==> config.mk <==
export PLATFORM = sky130hd
export DESIGN_NAME = video_byte_pair_pixel_decoder_top
export DESIGN_NICKNAME = d
export VERILOG_FILES = /design/src/rtl/vbpd_pkg.sv /design/src/rtl/vbpd_decode.sv /design/src/rtl/vbpd_expand.sv /design/src/rtl/video_byte_pair_pixel_decoder_top.sv
export SDC_FILE = /design/constraint.sdc
export NUM_CORES = 1
export LEC_CHECK = 0
export BUFFER_PORTS_ARGS = -buffer_cell sky130_fd_sc_hd__buf_4
export CORE_MARGIN = 4
export CORE_UTILIZATION = 50
export CTS_BUF_LIST = sky130_fd_sc_hd__clkbuf_16
export DETAILED_ROUTE_END_ITERATION = 16
export MAX_ROUTING_LAYER = met4
export PLACE_DENSITY = 0.76
export SETUP_SLACK_MARGIN = 0.2
export SLEW_MARGIN = 20
export SYNTH_ARGS = -nofsm -noshare
export SYNTH_HDL_FRONTEND = slang
export SYNTH_SLANG_ARGS = --single-unit
==> constraint.sdc <==
create_clock -name clk -period 4.42 [get_ports clk]
set_clock_uncertainty 0.2 [all_clocks]
set_input_delay 0.884 -clock clk [delete_from_list [all_inputs] [get_ports clk]]
set_output_delay 0.884 -clock clk [all_outputs]
set_load 0.005 [all_outputs]
==> src/rtl/vbpd_pkg.sv <==
`timescale 1ns / 1ps
// Shared types, mode codes and constants for the byte-pair pixel decoder.
package vbpd_pkg;

	localparam int ADDR_W  = 13;
	localparam int BYTE_W  = 8;
	localparam int SLOT_W  = 4;
	localparam int NPIX    = 16;
	localparam int ROW_W   = SLOT_W * NPIX;

	// Incoming mode codes
	localparam logic [3:0] FUNC_COL40    = 4'd0;
	localparam logic [3:0] FUNC_BITMAP4  = 4'd1;
	localparam logic [3:0] FUNC_PAGE1    = 4'd2;
	localparam logic [3:0] FUNC_PAGE2    = 4'd3;
	localparam logic [3:0] FUNC_STACK2   = 4'd4;
	localparam logic [3:0] FUNC_COL80    = 4'd5;
	localparam logic [3:0] FUNC_STACK4   = 4'd6;
	localparam logic [3:0] FUNC_BITMAP4B = 4'd7;
	localparam logic [3:0] FUNC_BITMAP16 = 4'd8;
	localparam logic [3:0] FUNC_PALETTE  = 4'd9;

	// Resolved decode kind, after folding unknown codes and the palette area
	typedef enum logic [3:0] {
		K_COL40,
		K_BITMAP4,
		K_PAGE1,
		K_PAGE2,
		K_STACK2,
		K_COL80,
		K_STACK4,
		K_BITMAP4B,
		K_BITMAP16,
		K_SWATCH
	} kind_t;

	localparam logic [BYTE_W-1:0] SWATCH_MASK  = 8'h78;
	localparam logic [BYTE_W-1:0] SWATCH_MATCH = 8'h30;
	localparam logic [SLOT_W-1:0] SLOT_SW_LO   = 4'd7;
	localparam logic [SLOT_W-1:0] SLOT_SW_HI   = 4'd8;

	// Stage 1 bundle
	typedef struct packed {
		logic              valid;
		kind_t             kind;
		logic [BYTE_W-1:0] form;
		logic [BYTE_W-1:0] color;
	} s1_t;

endpackage

==> src/rtl/vbpd_decode.sv <==
`timescale 1ns / 1ps
// Stage 1: mode classification and palette area compare.
module vbpd_decode import vbpd_pkg::*; (
	input  logic              clk,
	input  logic              arst_n,
	input  logic              adv,
	input  logic              in_valid,
	input  logic [3:0]        func,
	input  logic [ADDR_W-1:0] vram_address,
	input  logic [BYTE_W-1:0] form_byte,
	input  logic [BYTE_W-1:0] color_byte,
	input  logic [ADDR_W-1:0] palette_area_end,
	output s1_t               st_s1
);

	kind_t             kind;
	logic              valid_s1;
	kind_t             kind_s1;
	logic [BYTE_W-1:0] form_s1;
	logic [BYTE_W-1:0] color_s1;

	always_comb begin
		unique case (func)
			FUNC_BITMAP4:  kind = K_BITMAP4;
			FUNC_PAGE1:    kind = K_PAGE1;
			FUNC_PAGE2:    kind = K_PAGE2;
			FUNC_STACK2:   kind = K_STACK2;
			FUNC_COL80:    kind = K_COL80;
			FUNC_STACK4:   kind = K_STACK4;
			FUNC_BITMAP4B: kind = K_BITMAP4B;
			FUNC_BITMAP16: kind = K_BITMAP16;
			FUNC_PALETTE:  kind = (vram_address < palette_area_end) ? K_SWATCH : K_COL40;
			default:       kind = K_COL40;
		endcase
	end

	always_ff @(posedge clk or negedge arst_n) begin
		if (!arst_n) begin
			valid_s1 <= 1'b0;
		end else if (adv) begin
			valid_s1 <= in_valid;
		end
	end

	always_ff @(posedge clk) begin
		if (adv && in_valid) begin
			kind_s1  <= kind;
			form_s1  <= form_byte;
			color_s1 <= color_byte;
		end
	end

	assign st_s1 = '{valid: valid_s1, kind: kind_s1, form: form_s1, color: color_s1};

endmodule

==> src/rtl/vbpd_expand.sv <==
`timescale 1ns / 1ps
// Stage 2: expand the byte pair into sixteen palette slots.
module vbpd_expand import vbpd_pkg::*; (
	input  logic             clk,
	input  logic             arst_n,
	input  logic             adv,
	input  s1_t              st_s1,
	output logic             valid_s2,
	output logic [ROW_W-1:0] row_s2,
	output logic             direct_s2
);

	logic [ROW_W-1:0]  row;
	logic [SLOT_W-1:0] slot;
	logic [SLOT_W-1:0] fg, bg, sw_a, sw_b;
	logic [15:0]       fc;

	assign fc   = {st_s1.form, st_s1.color};
	assign fg   = {~st_s1.color[6], st_s1.color[5:3]};
	assign bg   = {~st_s1.color[7], st_s1.color[2:0]};
	assign sw_a = ((st_s1.color & SWATCH_MASK) == SWATCH_MATCH) ? SLOT_SW_LO : SLOT_SW_HI;
	assign sw_b = ((st_s1.color & SWATCH_MASK) == SWATCH_MATCH) ? SLOT_SW_HI : SLOT_SW_LO;

	// Each pixel is independent; pixel i lands in bits 63-4i down.
	always_comb begin
		row = '0;
		for (int i = 0; i < NPIX; i++) begin
			slot = '0;
			unique case (st_s1.kind)
				K_BITMAP4:
					slot = {2'b00, st_s1.form[7 - i/2], st_s1.color[7 - i/2]};
				K_PAGE1:
					slot = {3'b000, st_s1.form[7 - i/2]};
				K_PAGE2:
					slot = {2'b00, st_s1.form[7 - i/2], 1'b0};
				K_STACK2:
					slot = st_s1.form[7 - i/2] ? 4'd1 :
					       (st_s1.color[7 - i/2] ? 4'd2 : 4'd0);
				K_COL80:
					slot = {3'b000, fc[15 - i]};
				K_STACK4:
					slot = st_s1.form[7 - i/4]  ? 4'd1 :
					       st_s1.form[3 - i/4]  ? 4'd2 :
					       st_s1.color[7 - i/4] ? 4'd3 :
					       st_s1.color[3 - i/4] ? 4'd4 : 4'd0;
				K_BITMAP4B:
					slot = {2'b00, fc[15 - 2*(i/2) -: 2]};
				K_BITMAP16:
					slot = fc[15 - 4*(i/4) -: 4];
				K_SWATCH:
					slot = st_s1.form[7 - i/2] ? sw_a : sw_b;
				default:
					slot = st_s1.form[7 - i/2] ? fg : bg;
			endcase
			row[ROW_W-1 - SLOT_W*i -: SLOT_W] = slot;
		end
	end

	always_ff @(posedge clk or negedge arst_n) begin
		if (!arst_n) begin
			valid_s2 <= 1'b0;
		end else if (adv) begin
			valid_s2 <= st_s1.valid;
		end
	end

	always_ff @(posedge clk) begin
		if (adv && st_s1.valid) begin
			row_s2    <= row;
			direct_s2 <= (st_s1.kind == K_SWATCH);
		end
	end

endmodule

==> src/rtl/video_byte_pair_pixel_decoder_top.sv <==
`timescale 1ns / 1ps
// Top level of the byte-pair pixel decoder: handshake, config register, output stage.
// An accepted input beat reaches the output through the decode, expand and output registers.
// Throughput: one beat per cycle while out_stall is low; three register stages (decode, expand, output).
// Each stage advances when it is empty or the stage after it advances, so bubbles collapse.
// Reset: arst_n clears all stage valid bits and sets palette_area_end to 0.
// cfg_ready is always high; a config beat is taken in the cycle it is offered.
module video_byte_pair_pixel_decoder_top import vbpd_pkg::*; (
	input  logic              clk,
	input  logic              arst_n,
	// input channel
	input  logic              in_valid,
	output logic              in_stall,
	input  logic [3:0]        func,
	input  logic [ADDR_W-1:0] vram_address,
	input  logic [BYTE_W-1:0] form_byte,
	input  logic [BYTE_W-1:0] color_byte,
	// output channel
	output logic              out_valid,
	input  logic              out_stall,
	output logic [ROW_W-1:0]  pixel_row,
	output logic              direct_index,
	// config write channel
	input  logic              cfg_valid,
	output logic              cfg_ready,
	input  logic [ADDR_W-1:0] cfg_data
);

	logic [ADDR_W-1:0] palette_area_end_q;
	s1_t               st_s1;
	logic              valid_s2, direct_s2;
	logic [ROW_W-1:0]  row_s2;
	logic              adv1, adv2, adv3;

	// Stage enables: a stage moves when its slot is empty or downstream moves.
	assign adv3     = !out_valid || !out_stall;
	assign adv2     = !valid_s2 || adv3;
	assign adv1     = !st_s1.valid || adv2;
	assign in_stall = !adv1;

	// Config register: always ready, written only while idle by contract.
	assign cfg_ready = 1'b1;

	always_ff @(posedge clk or negedge arst_n) begin
		if (!arst_n) begin
			palette_area_end_q <= '0;
		end else if (cfg_valid && cfg_ready) begin
			palette_area_end_q <= cfg_data;
		end
	end

	// Stage 1: classify the mode, compare the address against the palette area.
	vbpd_decode u_decode (
		.clk              (clk),
		.arst_n           (arst_n),
		.adv              (adv1),
		.in_valid         (in_valid),
		.func             (func),
		.vram_address     (vram_address),
		.form_byte        (form_byte),
		.color_byte       (color_byte),
		.palette_area_end (palette_area_end_q),
		.st_s1            (st_s1)
	);

	// Stage 2: expand to sixteen slots.
	vbpd_expand u_expand (
		.clk       (clk),
		.arst_n    (arst_n),
		.adv       (adv2),
		.st_s1     (st_s1),
		.valid_s2  (valid_s2),
		.row_s2    (row_s2),
		.direct_s2 (direct_s2)
	);

	// Stage 3: output register; hold the beat while the receiver stalls.
	always_ff @(posedge clk or negedge arst_n) begin
		if (!arst_n) begin
			out_valid <= 1'b0;
		end else if (adv3) begin
			out_valid <= valid_s2;
		end
	end

	always_ff @(posedge clk) begin
		if (adv3 && valid_s2) begin
			pixel_row    <= row_s2;
			direct_index <= direct_s2;
		end
	end

	// An accepted input beat always occupies stage 1 next cycle.
	a_accept_fills_s1: assert property (@(posedge clk) disable iff (!arst_n)
		in_valid && !in_stall |=> st_s1.valid)
		else $error("accepted beat did not reach stage 1");

	// A stalled stage 2 beat must not be dropped.
	a_s2_holds: assert property (@(posedge clk) disable iff (!arst_n)
		valid_s2 && !adv3 |=> valid_s2 && $stable(row_s2))
		else $error("stage 2 beat lost under stall");

	// Backpressure reaches the input only when every stage is full.
	a_stall_full: assert property (@(posedge clk) disable iff (!arst_n)
		in_stall |-> out_valid && out_stall && valid_s2 && st_s1.valid)
		else $error("input stalled with a free stage");

	// Swatch rows contain only the two raw indices; the check looks at the first pixel slot.
	a_direct_values: assert property (@(posedge clk) disable iff (!arst_n)
		out_valid && direct_index |->
			(pixel_row[63:60] == SLOT_SW_LO || pixel_row[63:60] == SLOT_SW_HI))
		else $error("direct row carries a non-swatch index");

endmodule
# After elaboration in Yosys (flattened, before gate mapping)
# Index checks and enable logic that the tools add are counted.
totals:
  regBits: 166
  wordCells: 113
  inputBits: 51
  out_inout_bits: 68
op_classes:
  eq_ne: 19
  bitwise_logic: 2
  n_reduce_logical: 12
  mux: 68
  n_lt_le_gt_ge: 1
op_table:
  columns: ["op", "count"]
  rows:
  - ["one-hot mux 4 bit (9 select lines)", 16]
  - ["2-to-1 mux 4 bit", 39]
  - ["== test 4 x 3 -> 1 bit (second input constant)", 9]
  - ["one-hot mux 4 bit (8 select lines)", 1]
  - ["== test 4 x 2 -> 1 bit (second input constant)", 4]
  - ["== test 4 bit (second input constant)", 4]
  - ["2-to-1 mux 2 bit", 8]
  - ["< comparator 13 bit", 1]
  - ["2-to-1 mux 3 bit", 4]
  - ["== test 4 x 1 -> 1 bit (second input constant)", 2]
  - ["logical NOT 1 bit", 5]
  - ["logical AND 1 bit", 3]
  - ["logical OR 1 bit", 3]
  - ["NOT 1 bit", 2]
  - ["OR reduction 2 bit", 1]

# Longest topological paths before layout
depth:
  ltp_word: 5
  depth_mapped: 7
  ltp_nobuf: 6

# Cells and area by module
# From an unflattened synthesis, not the netlist that was laid out.
hier_totals:
  hier_cells: 541
  hier_area_um2: 7060.5
by_module_without_submodules:
  columns: ["module", "instances", "cells_each", "seq_area_each_um2", "area_each_um2"]
  rows:
  - ["vbpd_expand", 1, 367, 1346.3, 3512.1]
  - ["video_byte_pair_pixel_decoder_top", 1, 100, 2302.2, 2543.7]
  - ["vbpd_decode", 1, 74, 625.6, 1004.7]

# Least setup slack after synthesis
# Ideal clock, no wire load.
synth_timing:
  path_type: "input-to-reg"
  startpoint: "input out_stall"
  endpoint: "register direct_index (enable)"
  path_slack_ns: -0.389
  cell_stages: 1
  n_path_buf: 0
  required_time_ns: 3.707
  t_arrival_ns: 4.096
  setup_time_ns: 0.513
  path_cell_list: "a21boi_0"
synth_between:
  elab_chain_cells: 3
synth_rtl:
  columns: ["item", "line_no", "text"]
  rows:
  - ["start: declaration", "video_byte_pair_pixel_decoder_top.sv:20", "input logic out_stall,"]
  - ["logical NOT 1 bit", "video_byte_pair_pixel_decoder_top.sv:36", "assign adv3 = !out_valid || !out_stall;"]
  - ["logical OR 1 bit", "video_byte_pair_pixel_decoder_top.sv:36", null]
  - ["logical AND 1 bit", "video_byte_pair_pixel_decoder_top.sv:87", "if (adv3 && valid_s2) begin"]
  - ["end signal: assignment", "video_byte_pair_pixel_decoder_top.sv:89", "direct_index <= direct_s2;"]
  - ["end: declaration", "video_byte_pair_pixel_decoder_top.sv:22", "output logic direct_index,"]
# No other way between the ends.
# A chain may end at the register's enable or synchronous reset.

# Worst setup path after layout
layout_timing:
  startpoint: "register u_decode.kind_s1[0]"
  endpoint: "register u_expand.row_s2[59], data pin"
layout_between:
  elab_chain_cells: 2
  word_cells_on_any_way: 10
  cone_classes: "eq/ne: 9; mux: 1"
layout_rtl:
  columns: ["item", "line_no", "text"]
  rows:
  - ["start: declaration", "vbpd_decode.sv:18", "kind_t kind_s1;"]
  - ["start signal: assignment", "vbpd_decode.sv:47", "kind_s1 <= kind;"]
  - ["== test 4 bit (tied with other cells)", "vbpd_expand.sv:29", "unique case (st_s1.kind)"]
  - ["one-hot mux 4 bit (9 select lines) (*)", "vbpd_expand.sv:29", null]
  - ["net u_expand.row[59]", "vbpd_expand.sv:13", "logic [ROW_W-1:0] row;"]
  - ["end signal: assignment", "vbpd_expand.sv:69", "row_s2 <= row;"]
  - ["end: declaration", "vbpd_expand.sv:9", "output logic [ROW_W-1:0] row_s2,"]
# Mark *: on every way through the listed nets, which the timed path passes. The rest lies on a longest branch.

==> flow_summary.toml <==
[setup_path]
ff2ff_setup_slack_ns = 1.47
critPathRequiredTime_ns = 4.39
start_kind = "flip-flop"
worstRegToRegCells = 4
reg2reg_to = "u_expand.row_s2[59]"
rr_startpoint = "u_decode.kind_s1[0]"
crit_type = "reg -> reg"
endpoint_kind = "flip-flop"
arrival_ns = 2.92
critPathMaxFanout = 41

[yosys]
async_reset_ff_frac = 0.129
yosysWarnings = 0
synth-seq-cells = 124
syn_inst = 531
syn_nets = 594
ys_seq_area_frac = 0.582
ys.flop_type = "edfxtp_1"
synth.distinct_cells = 63
avgSynthCellArea_um2 = 11.8
synth-edff-count = 108
yosys-top-cells-area = "edfxtp_1 52%, dfrtp_1 6.4%, nand2_1 3.2%"
synth_area_um2 = 6260
synth_top_cell_area_share = 0.518
synth_top_area_cell = "edfxtp_1"

[final_layout]
num_antenna_cells = 0
fillers = 987
nets = 672
area_delta_synth_final_pct = 20.7
multi_input_area_um2 = 2150
drive_above_1_share = 0.257
seq_area_um2 = 3640

[floorplan]
core_area_um2 = 12100
start_util = 0.517
dieArea_um2 = 14400
ios = 119
die_width_um = 120
std_cell_rows = 40
die_h_um = 120

[route]
routed_wl_um = 15000
dr.pass1.iters = 6
ant_nets = 0
drt_iter0_markers = 521
num_vias = 4580
drcViolationCount = 0
avgRoutedWirePerCell_um = 19.0
viasPerCell = 5.80

[timing]
fmax_ghz = 0.339
relSlewSlack = 0.268
fin_crit_ns = 2.95
whs_ns = 0.126
hold_viol_final = 0
worst_pin_slew_ns = 1.09
finalSetupViolations = 0
drv_slew = 0
final.setup.tns_ns = 0
rsz0062_at_grt = "false"
min_period_over_period = 0.667

[cts]
htree_levels = 4
clk_pin_slew_ns = 0.05
cts_hold_buf = 0
clockBufferDepth = 2
cts_buffers = 17
clock-sinks = 124
cts_tree = "done"
clk_latency_ns = 0.41
post-cts-setup-buffers = 0
cts_resized = 0
root_buffer = "clkbuf_16"

[outcome]
status = "complete, no violations"

[flow_run]
maxCapViolations = 0

[power_and_ir_drop]
ir_drop_v = 0.000284
power_density_nw_per_um2 = 426
leakage_nw = 3.05

[place]
hpwl_um = 10300
gp_congestion = 0.984
portBuffers = 117

[global_route]
grt_pass1_vias = 4472
grt_start_max_net_pins = 45
grt_usage = 0.215
grt_pass1_wl_um = 23200
gr-total-overflow = 0
antenna_found_initial = 0

[worst_hold_path]
hp-class = "in -> async"
-- logic make-up (layout without fill, tap and decap cells) --
family	after synthesis	in the layout	synth area share
fa+ha+maj	12	12	0.0240
buf+inv	95	186	0.0778
compound gates	132	132	0.151
other cells	1	1	0.000599
flops	124	124	0.582
simple gates	135	135	0.115
xor+xnor	10	10	0.0140
mux	22	22	0.0356
-- per-stage QoR --
step / instances / util / cell area [um^2] / total power [mW] / worst slack, ns
after floorplan: 531 / - / 6260 / 1.83 / 0.855
after global placement: 758 / 0.581 / 7040 / 2.02 / 1.65
after detailed placement: 758 / 0.581 / 7040 / 2.03 / 1.55
after CTS: 790 / 0.624 / 7560 / 3.24 / 1.51
after global routing: 790 / 0.624 / 7560 / 3.37 / 1.32
final: 790 / 0.624 / 7560 / 3.22 / 1.47
-- cell usage after synthesis, types with 3 or more instances --
library cell / number
a221oi_1: 8
a22o_1: 4
a21o_1: 5
mux2i_1: 20
dfrtp_1: 16
a32oi_1: 7
nor2b_1: 8
nor3_1: 3
inv_1: 32
buf_4: 24
edfxtp_1: 108
nor2_1: 10
xnor2_1: 10
nand2_1: 54
and2_1: 3
a21oi_1: 14
o41ai_1: 3
buf_2: 12
clkbuf_1: 23
a211oi_1: 8
nand3_1: 18
o32ai_1: 6
o21ai_0: 29
nand4_1: 9
a22oi_1: 25
ha_1: 12
nand2b_1: 8
-- metal layers --
layer	global-route usage	part of all wire
met3	0.0712	0.10
met2	0.324	0.47
met4	0.0880	0.027
met1	0.269	0.40
met5	-	0
-- area by class of cell --
| type | instances | share of cell area |
|---|---|---|
| inverters | 32 | 0.0159 |
| clock buffers | 17 | 0.0563 |
| clock inverters | 15 | 0.0124 |
| multi-input cells | 312 | 0.284 |
| flip-flops and latches | 124 | 0.482 |
| repair buffers | 122 | 0.121 |
| well taps | 168 | 0.0278 |
-- report_power, final --
group	internal [mW]	switching [mW]
Clock	0.748	0.456
Sequential	1.46	0.0967
Combinational	0.223	0.237
-- worst max-delay path by stage --
stage                                     end                 from  slack, ns  cells after the start
after floorplan                  direct_index            out_stall       0.86                      1
after global placement    u_expand.row_s2[63]  u_decode.kind_s1[0]       1.65                      4
after detailed placement  u_expand.row_s2[59]  u_decode.kind_s1[0]       1.55                      4
after CTS                 u_expand.row_s2[59]  u_decode.kind_s1[0]       1.51                      4
after global routing      u_expand.row_s2[58]  u_decode.kind_s1[0]       1.32                      4
final                     u_expand.row_s2[59]  u_decode.kind_s1[0]       1.47                      4
-- flip-flops by register name (all words and copies together) (netlist names) --
signal,cells
pixel_row,43
u_expand.row_s2,43
palette_area_end_q,13
u_decode.color_s1,8
u_decode.form_s1,8
u_decode.kind_s1,4
direct_index,1
out_valid,1
u_decode.valid_s1,1
u_expand.direct_s2,1
u_expand.valid_s2,1
-- placed cells by master (no fill, tap or decap), types with 4 or more instances in the layout --
cell       instances
dfrtp_1           16
clkinv_1           4
nand2b_1           8
ha_1              12
inv_1             35
a22oi_1           25
a32oi_1            7
a221oi_1           8
nor2_1            10
clkinv_2           6
nand4_1            9
clkbuf_16         17
a211oi_1           8
edfxtp_1         108
mux2i_1           20
o21ai_0           29
xnor2_1           10
nand2_1           54
buf_4            122
a21o_1             5
nor2b_1            8
a21oi_1           14
a22o_1             4
nand3_1           18
o32ai_1            6
-- worst max-delay path, stage by stage (launching register included) --
cell	delay [ns]
edfxtp_1	0.69
or3_1	0.53
o21ai_4	0.84
o211ai_1	0.27
o41ai_1	0.17
Power figures use the tool's default switching activity.
